## src/hdl/dwc_pkg.sv

```systemverilog
package dwc_pkg;

   localparam int DEPTH      = 16;
   localparam int DATA_WIDTH = 32;
   localparam int IDX_W      = $clog2(DEPTH);
   localparam int CNT_W      = $clog2(DEPTH + 1);
   localparam int ACT_W      = 4;
   localparam int STAT_W     = 2;

   typedef logic [ACT_W-1:0]      action_type;
   typedef logic [STAT_W-1:0]     status_type;
   typedef logic [DATA_WIDTH-1:0] word_type;

   localparam action_type ACT_PUSH_HEAD = 4'd0;
   localparam action_type ACT_PUSH_TAIL = 4'd1;
   localparam action_type ACT_POP_HEAD  = 4'd2;
   localparam action_type ACT_POP_TAIL  = 4'd3;
   localparam action_type ACT_FIRST     = 4'd4;
   localparam action_type ACT_LAST      = 4'd5;
   localparam action_type ACT_NEXT      = 4'd6;
   localparam action_type ACT_PREVIOUS  = 4'd7;
   localparam action_type ACT_DELETE    = 4'd8;
   localparam action_type ACT_GET       = 4'd9;
   localparam action_type ACT_PUT       = 4'd10;

   localparam status_type STAT_OK    = 2'd0;
   localparam status_type STAT_EMPTY = 2'd1;
   localparam status_type STAT_END   = 2'd2;
   localparam status_type STAT_FULL  = 2'd3;

   // Controller to datapath commands.
   typedef struct packed {
      logic load_req;
      logic commit;
   } cmd_type;

endpackage

```

## src/hdl/dwc_ctrl.sv

```systemverilog
module dwc_ctrl (
   input  logic             clock,
   input  logic             reset,
   input  logic             req_tvalid,
   output logic             req_tready,
   output logic             rsp_tvalid,
   input  logic             rsp_tready,
   output dwc_pkg::cmd_type cmd
);

   localparam logic S_IDLE = 1'b0;
   localparam logic S_EXEC = 1'b1;

   logic state_ff, state_in;
   logic rsp_valid_ff, rsp_valid_in;
   logic out_free;

   assign out_free   = !rsp_valid_ff || rsp_tready;
   assign req_tready = (state_ff == S_IDLE);
   assign rsp_tvalid = rsp_valid_ff;

   always_comb begin
      state_in     = state_ff;
      cmd.load_req = 1'b0;
      cmd.commit   = 1'b0;
      rsp_valid_in = rsp_valid_ff && !rsp_tready;
      unique case (state_ff)
         S_IDLE: begin
            if (req_tvalid) begin
               cmd.load_req = 1'b1;
               state_in     = S_EXEC;
            end
         end
         S_EXEC: begin
            // hold the transaction until the result register is free
            if (out_free) begin
               cmd.commit   = 1'b1;
               rsp_valid_in = 1'b1;
               state_in     = S_IDLE;
            end
         end
         default: state_in = S_IDLE;
      endcase
   end

   always_ff @(posedge clock) begin
      if (reset) begin
         state_ff     <= S_IDLE;
         rsp_valid_ff <= 1'b0;
      end else begin
         state_ff     <= state_in;
         rsp_valid_ff <= rsp_valid_in;
      end
   end

`ifndef NO_ASSERTIONS
   a_commit_only_in_exec: assert property (@(posedge clock) disable iff (reset)
      cmd.commit |-> (state_ff == S_EXEC))
      else $error("commit outside execute state");
   a_commit_raises_valid: assert property (@(posedge clock) disable iff (reset)
      cmd.commit |=> rsp_valid_ff)
      else $error("result not presented after commit");
   a_no_overwrite: assert property (@(posedge clock) disable iff (reset)
      (rsp_valid_ff && !rsp_tready) |-> !cmd.commit)
      else $error("waiting result overwritten");
`endif

endmodule

```

## src/hdl/dwc_datapath.sv

```systemverilog
module dwc_datapath (
   input  logic                            clock,
   input  logic                            reset,
   input  dwc_pkg::cmd_type                cmd,
   input  dwc_pkg::action_type             action,
   input  dwc_pkg::word_type               data_in,
   output dwc_pkg::word_type               data_out,
   output dwc_pkg::status_type             status,
   output logic [dwc_pkg::CNT_W-1:0]       entry_count,
   output logic                            is_empty,
   output logic                            cursor_at_head,
   output logic                            cursor_at_tail
);

   localparam logic [1:0] OP_NONE   = 2'd0;
   localparam logic [1:0] OP_INSERT = 2'd1;
   localparam logic [1:0] OP_WRITE  = 2'd2;
   localparam logic [1:0] OP_UNLINK = 2'd3;

   // latched request
   dwc_pkg::action_type act_ff;
   dwc_pkg::word_type   din_ff;

   // queue state
   dwc_pkg::word_type               store_ff [dwc_pkg::DEPTH];
   dwc_pkg::word_type               store_in [dwc_pkg::DEPTH];
   logic [dwc_pkg::CNT_W-1:0]       occ_ff, occ_in;
   logic [dwc_pkg::IDX_W-1:0]       cur_ff, cur_in;
   logic                            cv_ff, cv_in;

   // result registers
   dwc_pkg::word_type               dout_ff, dout_in;
   dwc_pkg::status_type             st_ff, st_in;
   logic [dwc_pkg::CNT_W-1:0]       cnt_ff;
   logic                            empty_ff, empty_in;
   logic                            head_ff, head_in;
   logic                            tail_ff, tail_in;

   logic [1:0]                      op;
   logic [dwc_pkg::IDX_W-1:0]       op_idx;
   logic [dwc_pkg::IDX_W-1:0]       rd_idx;
   logic                            use_rd;
   dwc_pkg::word_type               rd_data;
   logic [dwc_pkg::CNT_W-1:0]       cur_ext, cur_p1, occ_m1, occ_m2;
   logic                            cur_ok, ok_n;
   logic [dwc_pkg::IDX_W-1:0]       tail_idx;

   assign cur_ext  = {{(dwc_pkg::CNT_W-dwc_pkg::IDX_W){1'b0}}, cur_ff};
   assign cur_p1   = cur_ext + dwc_pkg::CNT_W'(1);
   assign occ_m1   = occ_ff - dwc_pkg::CNT_W'(1);
   assign occ_m2   = occ_ff - dwc_pkg::CNT_W'(2);
   assign tail_idx = occ_m1[dwc_pkg::IDX_W-1:0];
   assign cur_ok   = cv_ff && (cur_ext < occ_ff);
   assign rd_data  = store_ff[rd_idx];

   // action decode
   always_comb begin
      st_in  = dwc_pkg::STAT_OK;
      op     = OP_NONE;
      op_idx = cur_ff;
      rd_idx = cur_ff;
      use_rd = 1'b0;
      occ_in = occ_ff;
      cur_in = cur_ff;
      cv_in  = cv_ff;
      unique case (act_ff)
         dwc_pkg::ACT_PUSH_HEAD, dwc_pkg::ACT_PUSH_TAIL: begin
            if (occ_ff >= dwc_pkg::CNT_W'(dwc_pkg::DEPTH)) begin
               st_in = dwc_pkg::STAT_FULL;
            end else begin
               occ_in = occ_ff + dwc_pkg::CNT_W'(1);
               cv_in  = 1'b1;
               if (act_ff == dwc_pkg::ACT_PUSH_HEAD) begin
                  op     = OP_INSERT;
                  cur_in = '0;
               end else begin
                  op     = OP_WRITE;
                  op_idx = occ_ff[dwc_pkg::IDX_W-1:0];
                  cur_in = occ_ff[dwc_pkg::IDX_W-1:0];
               end
            end
         end
         dwc_pkg::ACT_POP_HEAD, dwc_pkg::ACT_POP_TAIL: begin
            if (occ_ff == '0) begin
               st_in = dwc_pkg::STAT_EMPTY;
            end else begin
               op     = OP_UNLINK;
               op_idx = (act_ff == dwc_pkg::ACT_POP_HEAD) ? '0 : tail_idx;
            end
         end
         dwc_pkg::ACT_DELETE: begin
            if (!cur_ok) begin
               st_in = dwc_pkg::STAT_EMPTY;
            end else begin
               op = OP_UNLINK;
            end
         end
         dwc_pkg::ACT_FIRST, dwc_pkg::ACT_LAST: begin
            if (occ_ff == '0) begin
               st_in = dwc_pkg::STAT_EMPTY;
            end else begin
               cur_in = (act_ff == dwc_pkg::ACT_FIRST) ? '0 : tail_idx;
               cv_in  = 1'b1;
               rd_idx = cur_in;
               use_rd = 1'b1;
            end
         end
         dwc_pkg::ACT_NEXT: begin
            if (!cur_ok) begin
               st_in = dwc_pkg::STAT_EMPTY;
            end else if (cur_p1 >= occ_ff) begin
               st_in = dwc_pkg::STAT_END;
            end else begin
               cur_in = cur_ff + dwc_pkg::IDX_W'(1);
               rd_idx = cur_in;
               use_rd = 1'b1;
            end
         end
         dwc_pkg::ACT_PREVIOUS: begin
            if (!cur_ok) begin
               st_in = dwc_pkg::STAT_EMPTY;
            end else if (cur_ff == '0) begin
               st_in = dwc_pkg::STAT_END;
            end else begin
               cur_in = cur_ff - dwc_pkg::IDX_W'(1);
               rd_idx = cur_in;
               use_rd = 1'b1;
            end
         end
         dwc_pkg::ACT_GET: begin
            if (!cur_ok) begin
               st_in = dwc_pkg::STAT_EMPTY;
            end else begin
               use_rd = 1'b1;
            end
         end
         dwc_pkg::ACT_PUT: begin
            if (!cur_ok) begin
               st_in = dwc_pkg::STAT_EMPTY;
            end else begin
               op = OP_WRITE;
            end
         end
         default: ;
      endcase

      // removal: read the departing word, shrink, settle the cursor
      if (op == OP_UNLINK) begin
         rd_idx = op_idx;
         use_rd = 1'b1;
         occ_in = occ_m1;
         if (occ_m1 == '0) begin
            cv_in  = 1'b0;
            cur_in = '0;
         end else begin
            cv_in  = 1'b1;
            cur_in = ({1'b0, op_idx} < occ_m1) ? op_idx : occ_m2[dwc_pkg::IDX_W-1:0];
         end
      end

      if (st_in != dwc_pkg::STAT_OK) begin
         dout_in = '0;
      end else if (use_rd) begin
         dout_in = rd_data;
      end else if (op != OP_NONE) begin
         dout_in = din_ff;
      end else begin
         dout_in = '0;
      end

      ok_n     = cv_in && ({{(dwc_pkg::CNT_W-dwc_pkg::IDX_W){1'b0}}, cur_in} < occ_in);
      empty_in = (occ_in == '0);
      head_in  = ok_n && (cur_in == '0);
      tail_in  = ok_n && (({{(dwc_pkg::CNT_W-dwc_pkg::IDX_W){1'b0}}, cur_in}
                           + dwc_pkg::CNT_W'(1)) == occ_in);
   end

   // entry shifting: insert at head, write in place, or close a gap
   always_comb begin
      store_in = store_ff;
      unique case (op)
         OP_INSERT: begin
            store_in[0] = din_ff;
            for (int i = 1; i < dwc_pkg::DEPTH; i++) begin
               store_in[i] = store_ff[i-1];
            end
         end
         OP_WRITE: store_in[op_idx] = din_ff;
         OP_UNLINK: begin
            for (int i = 0; i < dwc_pkg::DEPTH - 1; i++) begin
               if (dwc_pkg::IDX_W'(i) >= op_idx) begin
                  store_in[i] = store_ff[i+1];
               end
            end
         end
         default: ;
      endcase
   end

   always_ff @(posedge clock) begin
      if (reset) begin
         occ_ff <= '0;
         cur_ff <= '0;
         cv_ff  <= 1'b0;
      end else if (cmd.commit) begin
         occ_ff <= occ_in;
         cur_ff <= cur_in;
         cv_ff  <= cv_in;
      end
   end

   always_ff @(posedge clock) begin
      if (cmd.load_req) begin
         act_ff <= action;
         din_ff <= data_in;
      end
      if (cmd.commit) begin
         store_ff <= store_in;
         dout_ff  <= dout_in;
         st_ff    <= st_in;
         cnt_ff   <= occ_in;
         empty_ff <= empty_in;
         head_ff  <= head_in;
         tail_ff  <= tail_in;
      end
   end

   assign data_out       = dout_ff;
   assign status         = st_ff;
   assign entry_count    = cnt_ff;
   assign is_empty       = empty_ff;
   assign cursor_at_head = head_ff;
   assign cursor_at_tail = tail_ff;

`ifndef NO_ASSERTIONS
   a_occ_bounded: assert property (@(posedge clock) disable iff (reset)
      occ_ff <= dwc_pkg::CNT_W'(dwc_pkg::DEPTH))
      else $error("occupancy beyond depth");
   a_cursor_in_range: assert property (@(posedge clock) disable iff (reset)
      cv_ff |-> (cur_ext < occ_ff))
      else $error("valid cursor outside held entries");
   a_empty_no_cursor: assert property (@(posedge clock) disable iff (reset)
      (occ_ff == '0) |-> !cv_ff)
      else $error("cursor valid on empty queue");
   a_fail_keeps_state: assert property (@(posedge clock) disable iff (reset)
      (cmd.commit && st_in != dwc_pkg::STAT_OK) |=>
      (occ_ff == $past(occ_ff) && cv_ff == $past(cv_ff)))
      else $error("failed action changed queue state");
`endif

endmodule

```

## src/hdl/deque_with_cursor_core.sv

```systemverilog
// Bounded double-ended queue of 32-bit words (16 entries) with a cursor.
// Each request transaction carries one action: push or pop at head or
// tail, move the cursor (first, last, next toward tail, previous toward
// head), delete the entry under the cursor, get it, or put a new word there.
// Every action returns exactly one response transaction with the word,
// a status (ok, empty or no cursor, already at end, full), the entry count
// and the empty/at-head/at-tail flags. An action runs in order: the request
// is latched, then the entry register array shifts or writes in parallel and
// the response register loads; the next request is taken in the cycle after
// that, so a new action is not taken before the last one has executed. A
// waiting response holds the execute step, and with it the request side,
// until it is taken.
// The entry array has no reset; entries beyond the count are never read.
module deque_with_cursor_core (
   input  logic        clock,
   input  logic        reset,
   // request: [3:0] action, [35:4] data_in, [39:36] zero
   input  logic [39:0] req_tdata,
   input  logic        req_tvalid,
   output logic        req_tready,
   // response: [31:0] data_out, [33:32] status, [38:34] entry_count,
   // [39] is_empty, [40] cursor_at_head, [41] cursor_at_tail, [47:42] zero
   output logic [47:0] rsp_tdata,
   output logic        rsp_tvalid,
   input  logic        rsp_tready
);

   dwc_pkg::cmd_type                cmd;
   dwc_pkg::word_type               data_out;
   dwc_pkg::status_type             status;
   logic [dwc_pkg::CNT_W-1:0]       entry_count;
   logic                            is_empty;
   logic                            cursor_at_head;
   logic                            cursor_at_tail;

   // sequencing: latch, execute, present
   dwc_ctrl u_ctrl (
      .clock      (clock),
      .reset      (reset),
      .req_tvalid (req_tvalid),
      .req_tready (req_tready),
      .rsp_tvalid (rsp_tvalid),
      .rsp_tready (rsp_tready),
      .cmd        (cmd)
   );

   // queue storage, cursor and response registers
   dwc_datapath u_datapath (
      .clock          (clock),
      .reset          (reset),
      .cmd            (cmd),
      .action         (req_tdata[3:0]),
      .data_in        (req_tdata[35:4]),
      .data_out       (data_out),
      .status         (status),
      .entry_count    (entry_count),
      .is_empty       (is_empty),
      .cursor_at_head (cursor_at_head),
      .cursor_at_tail (cursor_at_tail)
   );

   // pack the response, highest field first
   assign rsp_tdata = {6'b0, cursor_at_tail, cursor_at_head, is_empty,
                       entry_count, status, data_out};

endmodule

```

## config.mk

```make
export PLATFORM = sky130hd
export DESIGN_NAME = deque_with_cursor_core
export DESIGN_NICKNAME = d
export VERILOG_FILES = /design/src/hdl/dwc_pkg.sv /design/src/hdl/dwc_ctrl.sv /design/src/hdl/dwc_datapath.sv /design/src/hdl/deque_with_cursor_core.sv
export SDC_FILE = /design/constraint.sdc
export NUM_CORES = 2
export LEC_CHECK = 0
export BUFFER_PORTS_ARGS = -buffer_cell sky130_fd_sc_hd__buf_4
export CORE_UTILIZATION = 55
export DETAILED_ROUTE_END_ITERATION = 7
export PLACE_DENSITY = 0.78
export REMOVE_ABC_BUFFERS = 1
export SYNTH_ARGS = -nofsm -noshare
export SYNTH_HDL_FRONTEND = slang
export SYNTH_SLANG_ARGS = --single-unit
```

## constraint.sdc

```tcl
create_clock -name clock -period 24.5 [get_ports clock]
set_input_delay 2.45 -clock clock [delete_from_list [all_inputs] [get_ports clock]]
set_output_delay 2.45 -clock clock [all_outputs]
set_load 0.05 [all_outputs]
```

# Word-level counts from Yosys, hierarchy flattened
# Index checks and enable logic that the tools add are counted.
[word_totals] out_inout_bits=50 ff_bits=602 wordCells=213
[op_classes] magnitude_cmp=23 eq_ne=29 n_addsub=7 bitwise=3 n_mux=82 reduce_logical=40
[op_table] op="one-hot mux 480 bit (3 select lines)" count=1
[op_table] op="2-to-1 mux 32 bit" count=20
[op_table] op="bitwise mux 512 bit" count=1
[op_table] op="binary-select mux 32 bit (select 4 bit)" count=1
[op_table] op="demux 32 bit (select 4 bit)" count=1
[op_table] op="2-to-1 mux 4 bit" count=16
[op_table] op="one-hot mux 32 bit (2 select lines)" count=1
[op_table] op="AND reduction 3 bit" count=15
[op_table] op="inequality test 2 bit, second input constant" count=15
[op_table] op="greater-or-equal comparator 4 bit, first input constant" count=7
[op_table] op="2-to-1 mux 1 bit" count=20
[op_table] op="2-to-1 mux 2 bit" count=10
[op_table] op="equality test 4 x 3 -> 1 bit, second input constant" count=4
[op_table] op="greater-or-equal comparator 3 x 4 -> 1 bit, first input constant" count=4
[op_table] op="one-hot mux 4 bit (4 select lines)" count=1
[op_table] op="greater-or-equal comparator 5 bit, second input constant" count=3
[op_table] op="zero test 5 bit" count=3
[op_table] op="< comparator 4 x 5 -> 1 bit" count=3
[op_table] op="2-to-1 mux 5 bit" count=3
[op_table] op="equality test 4 bit, second input constant" count=3
[op_table] op="zero test 4 bit" count=3
[op_table] op="one-hot mux 4 bit (3 select lines)" count=1
[op_table] op="adder 4 x 1 -> 5 bit, second input constant" count=2
[op_table] op="NOT 4 -> 5 bit" count=2
[op_table] op="other kinds (29)" count=44

# Longest topological paths before layout
[logic_depth] depth_word=11 depth_mapped=27 ltp_nobuf=24

# Hierarchy
# From an unflattened synthesis, not the netlist that was laid out.
[unflattened] cells_unflattened=3700 hier_area_um2=37574.8
[by_module_without_submodules] module="dwc_datapath" cells_each=3681 area_per_inst_um2=37415.9 instances=1
[by_module_without_submodules] module="dwc_ctrl" cells_each=9 area_per_inst_um2=87.6 instances=1
[by_module_without_submodules] module="deque_with_cursor_core" cells_each=10 area_per_inst_um2=71.3 instances=1

# Least setup slack after synthesis
# OpenSTA, ideal clock, no wires.
[synth_path] path_type="register to register" from="reg u_datapath.occ_ff[3] in the netlist's numbering" to="reg u_datapath.store_ff[160] in the netlist's numbering (enable)" stages_incl_launch_ff=16 slack_ns=16.318 arrival_ns=7.711 path_cell_list="dfxtp_1 clkbuf_1 inv_1 ha_1 nor2b_1 o221a_2 nor2_2 a21oi_1 o41ai_1 ha_1 clkbuf_1 clkbuf_1 clkbuf_1 o21ai_1 a31oi_1 a21boi_0"
[synth_between] elab_chain_len=7 word_cells_on_any_way=22 cone_classes="1 x add/sub; 3 x order compare; 4 x eq/ne; 10 x mux; 4 x reduce/logical"
[synth_lines] element="start: declaration" line="dwc_datapath.sv:27" rtl="logic [dwc_pkg::CNT_W-1:0] occ_ff, occ_in;"
[synth_lines] element="start signal: assignment" line="dwc_datapath.sv:206" rtl="occ_ff <= occ_in;"
[synth_lines] element="subtractor 5 x 1 -> 5 bit or < comparator 4 x 5 -> 1 bit (tied branches)" line="dwc_datapath.sv:50, dwc_datapath.sv:53"
[synth_lines] element="2-to-1 mux 4 bit or logical AND 1 bit (tied branches)" line="dwc_datapath.sv:88, dwc_datapath.sv:53"
[synth_lines] element="2-to-1 mux 4 bit, or another cell as far along" line="dwc_datapath.sv:84" rtl="if (occ_ff == '0) begin"
[synth_lines] element="one-hot mux 4 bit (2 select lines) or one-hot mux 2 bit (4 select lines) (tied branches)" line="dwc_datapath.sv:66" rtl="unique case (act_ff)"
[synth_lines] element="greater-or-equal comparator 4 bit, or another cell as far along" line="dwc_datapath.sv:191" rtl="if (dwc_pkg::IDX_W'(i) >= op_idx) begin"
[synth_lines] element="inequality test 2 bit (no source line) or nonzero test 3 bit (tied branches)"
[synth_lines] element="AND reduction 3 bit (no source line) *"
[synth_lines] element="end signal: assignment" line="dwc_datapath.sv:218" rtl="store_ff <= store_in;"
[synth_lines] element="end: declaration" line="dwc_datapath.sv:25" rtl="dwc_pkg::word_type store_ff [dwc_pkg::DEPTH];"
# Mark *: on every way between the ends. The rest lies on a longest branch, timed or not.
# A chain may end at the register's enable or synchronous reset.

# Worst setup path in the final report
[layout_path] from="reg u_datapath.occ_ff[2] in the netlist's numbering" to="reg u_datapath.dout_ff[17], in the netlist u_datapath.data_out[17] (data pin)"
[layout_between] elab_chain_len=11 word_cells_on_any_way=46 cone_classes="1 x add/sub; 3 x order compare; 1 x eq/ne; 36 x mux; 1 x bitwise; 4 x reduce/logical"
[layout_lines] element="< comparator 4 x 5 -> 1 bit" line="dwc_datapath.sv:53" rtl="assign cur_ok = cv_ff && (cur_ext < occ_ff);"
[layout_lines] element="logical AND 1 bit" line="dwc_datapath.sv:53"
[layout_lines] element="2-to-1 mux 2 bit, on equally long branches" line="dwc_datapath.sv:92, dwc_datapath.sv:138"
[layout_lines] element="one-hot mux 2 bit (4 select lines)" line="dwc_datapath.sv:66"
[layout_lines] element="equality test 2 bit" line="dwc_datapath.sv:148" rtl="if (op == OP_UNLINK) begin"
[layout_lines] element="2-to-1 mux 4 bit" line="dwc_datapath.sv:148"
[layout_lines] element="NOT 4 -> 5 bit (not written as such)" line="dwc_datapath.sv:54" rtl="assign rd_data = store_ff[rd_idx];"
[layout_lines] element="binary-select mux 32 bit (select 4 bit)" line="dwc_datapath.sv:54"
[layout_lines] element="2-to-1 mux 32 bit (not written as such) (2 in a row)" line="dwc_datapath.sv:54"
[layout_lines] element="2-to-1 mux 32 bit" line="dwc_datapath.sv:163" rtl="end else if (use_rd) begin"
[layout_lines] element="end signal: assignment" line="dwc_datapath.sv:219" rtl="dout_ff <= dout_in;"
[layout_lines] element="end: declaration" line="dwc_datapath.sv:32" rtl="dwc_pkg::word_type dout_ff, dout_in;"
# Parallel ways exist; a longest one is shown, timed or not. The select of a mux whose other input is x is not followed.

==> impl_metrics.yaml <==
run_status:
  status: "finished, final reports clean"
synth:
  synth_top_flop_cell: "edfxtp_1"
  ys_warn_count: 0
  avgSynthCellArea_um2: 9.826
  postSynthCellCount: 3842
  synthTopCellsByArea: "edfxtp_1 47%, mux2i_1 10%, nand2_1 7.5%"
  synth_seq_cells: 602
  synthesis.area_um2: 37750
  ys_async_sr_fraction_pct: 0
  seq_area_frac_synth_pct: 47.57
  synth_edf_count: 590
  yosys.area.top_type_share_pct: 46.93
  synth.largest_area_cell: "edfxtp_1"
  synthTopCellsByCount: "755 x nand2_1, 590 x edfxtp_1, 388 x mux2i_1"
  synth_most_common_cell: "nand2_1"
  yosysUniqueCellTypes: 87
timing:
  tightest_slew_ns: 1.235
  period_needed_ns: 7.280
  fin_skew_ns: 0.02282
  slew_headroom_pct: 17.70
  finalSetupViolCount: 0
  tns_ns: 0
  rsz0062_at_grt: "false"
  fin_crit_sh_pct: 29.71
  slew_viol_final: 0
  worst_hold_slack_ns: 0.5020
  hold_violations: 0
  fmax_mhz: 137.4
cells_and_area:
  drive_above_1_share_pct: 8.713
  multi_input_area_um2: 18180
  antenna_cells: 0
  seq_area_um2: 17960
  fin_nets: 3729
  utilization_pct: 60.43
  area_growth_syn_to_layout_pct: 8.067
  num-fill-cells: 5595
worst_setup_path:
  critPathMaxFanout: 59
  crit_path_start_kind: "register"
  required_ns: 24.80
  crit_arrival_ns: 7.58
  path_class: "reg2reg"
  end_kind: "register"
route:
  wl_mm: 125.9
  top_layer: "met5"
  postRouteAntennaNets: 0
  via_per_inst: 7.288
  drc: 0
  wl_met1_mm: 46.01
  firstDrtPassIters: 8
  dr.first_iter.drc_count: 5937
  route.met3.wl_mm: 16.28
  wl_per_cell_um: 27.49
  vias: 33380
  routed-wl-met2_mm: 54.64
floorplan:
  die_h_um: 264.0
  dieArea_um2: 69690
  num_rows: 95
  start_util_pct: 55.92
  ioPinCount: 94
  core_region_area_um2: 67510
  fp.dieW_um: 264.0
placed_design:
  io_buffers: 83
  gp_congestion: 0.9063
  place_hpwl_mm: 63.43
clock_network:
  htree_num_levels: 3
  cts_root_buf: "clkbuf_16"
  clk_path_buf_depth: 3
  cts-buffers-inserted: 71
  cts_resized: 0
  clk_latency_ns: 0.64
  post_cts_buffers: 0
  clock_sinks: 602
  clkTransAtPathRegs_ns: 0.06
  holdBufCountCts: 0
  cts_tree: "done"
grt:
  grt_pass1_vias: 30770
  grt_first_pass_wirelength_mm: 187.1
  grt_max_degree: 269
  grt-ovfl-total: 0
  antenna_found_initial: 1
  grt_use_total_pct: 34.69
worst_hold_path:
  hold_path_class: "reg2reg"
power_and_ir_drop:
  peakVddDrop_mv: 0.04685
  p_per_area_nw_per_um2: 64.83
  leakagePower_nw: 15.37
run:
  cap_violations: 0
[kinds of logic after synthesis]
family,Yosys count,synth area share [%]
buffers and inverters,448,5.243
xor gates and xnor gates,15,0.3480
AOI/OAI and AO/OA,1281,23.40
DFF,602,47.57
other,1,0.009933
muxes,388,10.29
adders and majority gates,30,0.9943
and+or+nand+nor,1077,12.16
[worst paths after layout]
path                                            from                 endpoint  slack [ns]  depth (start not counted)
worst max-delay path            u_datapath.occ_ff[2]  u_datapath.data_out[17]       17.22                         18
worst min-delay path               u_ctrl.rsp_tvalid        u_ctrl.rsp_tvalid        0.50                          2
worst max register to register  u_datapath.occ_ff[2]  u_datapath.data_out[17]       17.22                         18
worst min register to register     u_ctrl.rsp_tvalid        u_ctrl.rsp_tvalid        0.50                          2
[power by group]
part	total, mW	switching, mW	internal [mW]
clock network	1.06	0.455	0.604
logic	0.378	0.257	0.121
registers	1.21	0.0423	1.17
[cell type report]
cell class                      count  area share, %
Multi-Input combinational cell   2797          44.56
Sequential cell                   602          44.02
Clock buffer                       88          4.720
Timing Repair Buffer              152          2.889
Tap cell                          873          2.677
Clock inverter                     37         0.8280
Inverter                           31         0.3097
[layout by cell type (no fill, tap or decap), drive strengths merged, types with 30 or more instances in the layout]
cell type	n
inv	32
nand3	181
buf	152
a221o	161
ha	30
o21ai	366
a32oi	95
edfxtp	590
mux2i	388
a21oi	206
a22oi	324
nor2	54
nand2	755
clkbuf	88
a22o	33
[sequential cells by signal (all words and copies together) (netlist names), 2 cells and up]
name                    count
u_datapath.status           2
u_datapath.occ_ff           5
u_datapath.act_ff           4
u_datapath.store_ff       512
u_datapath.cur_ff           4
u_datapath.din_ff          32
u_datapath.entry_count      5
u_datapath.data_out        32
[critical path: stages (launching register included)]
cell	delay, ns
dfxtp_1	0.67
inv_1	0.29
ha_1	0.29
or2_1	0.25
o221a_2	0.31
nor2_2	0.34
a21oi_1	0.12
o41ai_1	0.53
ha_4	0.71
a21oi_1	0.09
o21ai_1	0.13
a41oi_1	0.13
a21oi_4	0.22
buf_4	0.63
and4_2	0.95
buf_4	0.59
a32oi_1	0.19
a32oi_1	0.24
o21ai_1	0.24
[metrics by stage]
stage | power [mW] | worst slack (ns) | area (µm²) | instances
finish | 2.645 | 17.22 | 40800 | 4580
global route | 2.702 | 16.91 | 40800 | 4580
CTS | 2.632 | 17.38 | 40800 | 4580
detailed placement | 1.590 | 17.44 | 38530 | 4455
global placement | 1.581 | 17.49 | 38530 | 4455
floorplan | 1.499 | -26.36 | 35910 | 3430
[metal layers]
layer | vias up | track usage, %
met5 | - | 0
met4 | 2 | 23.24
met3 | 607 | 8.464
met2 | 2644 | 51.17
met1 | 15820 | 45.29
li1 | 14310 | -
Note: power is estimated with default switching activity, not from simulation.
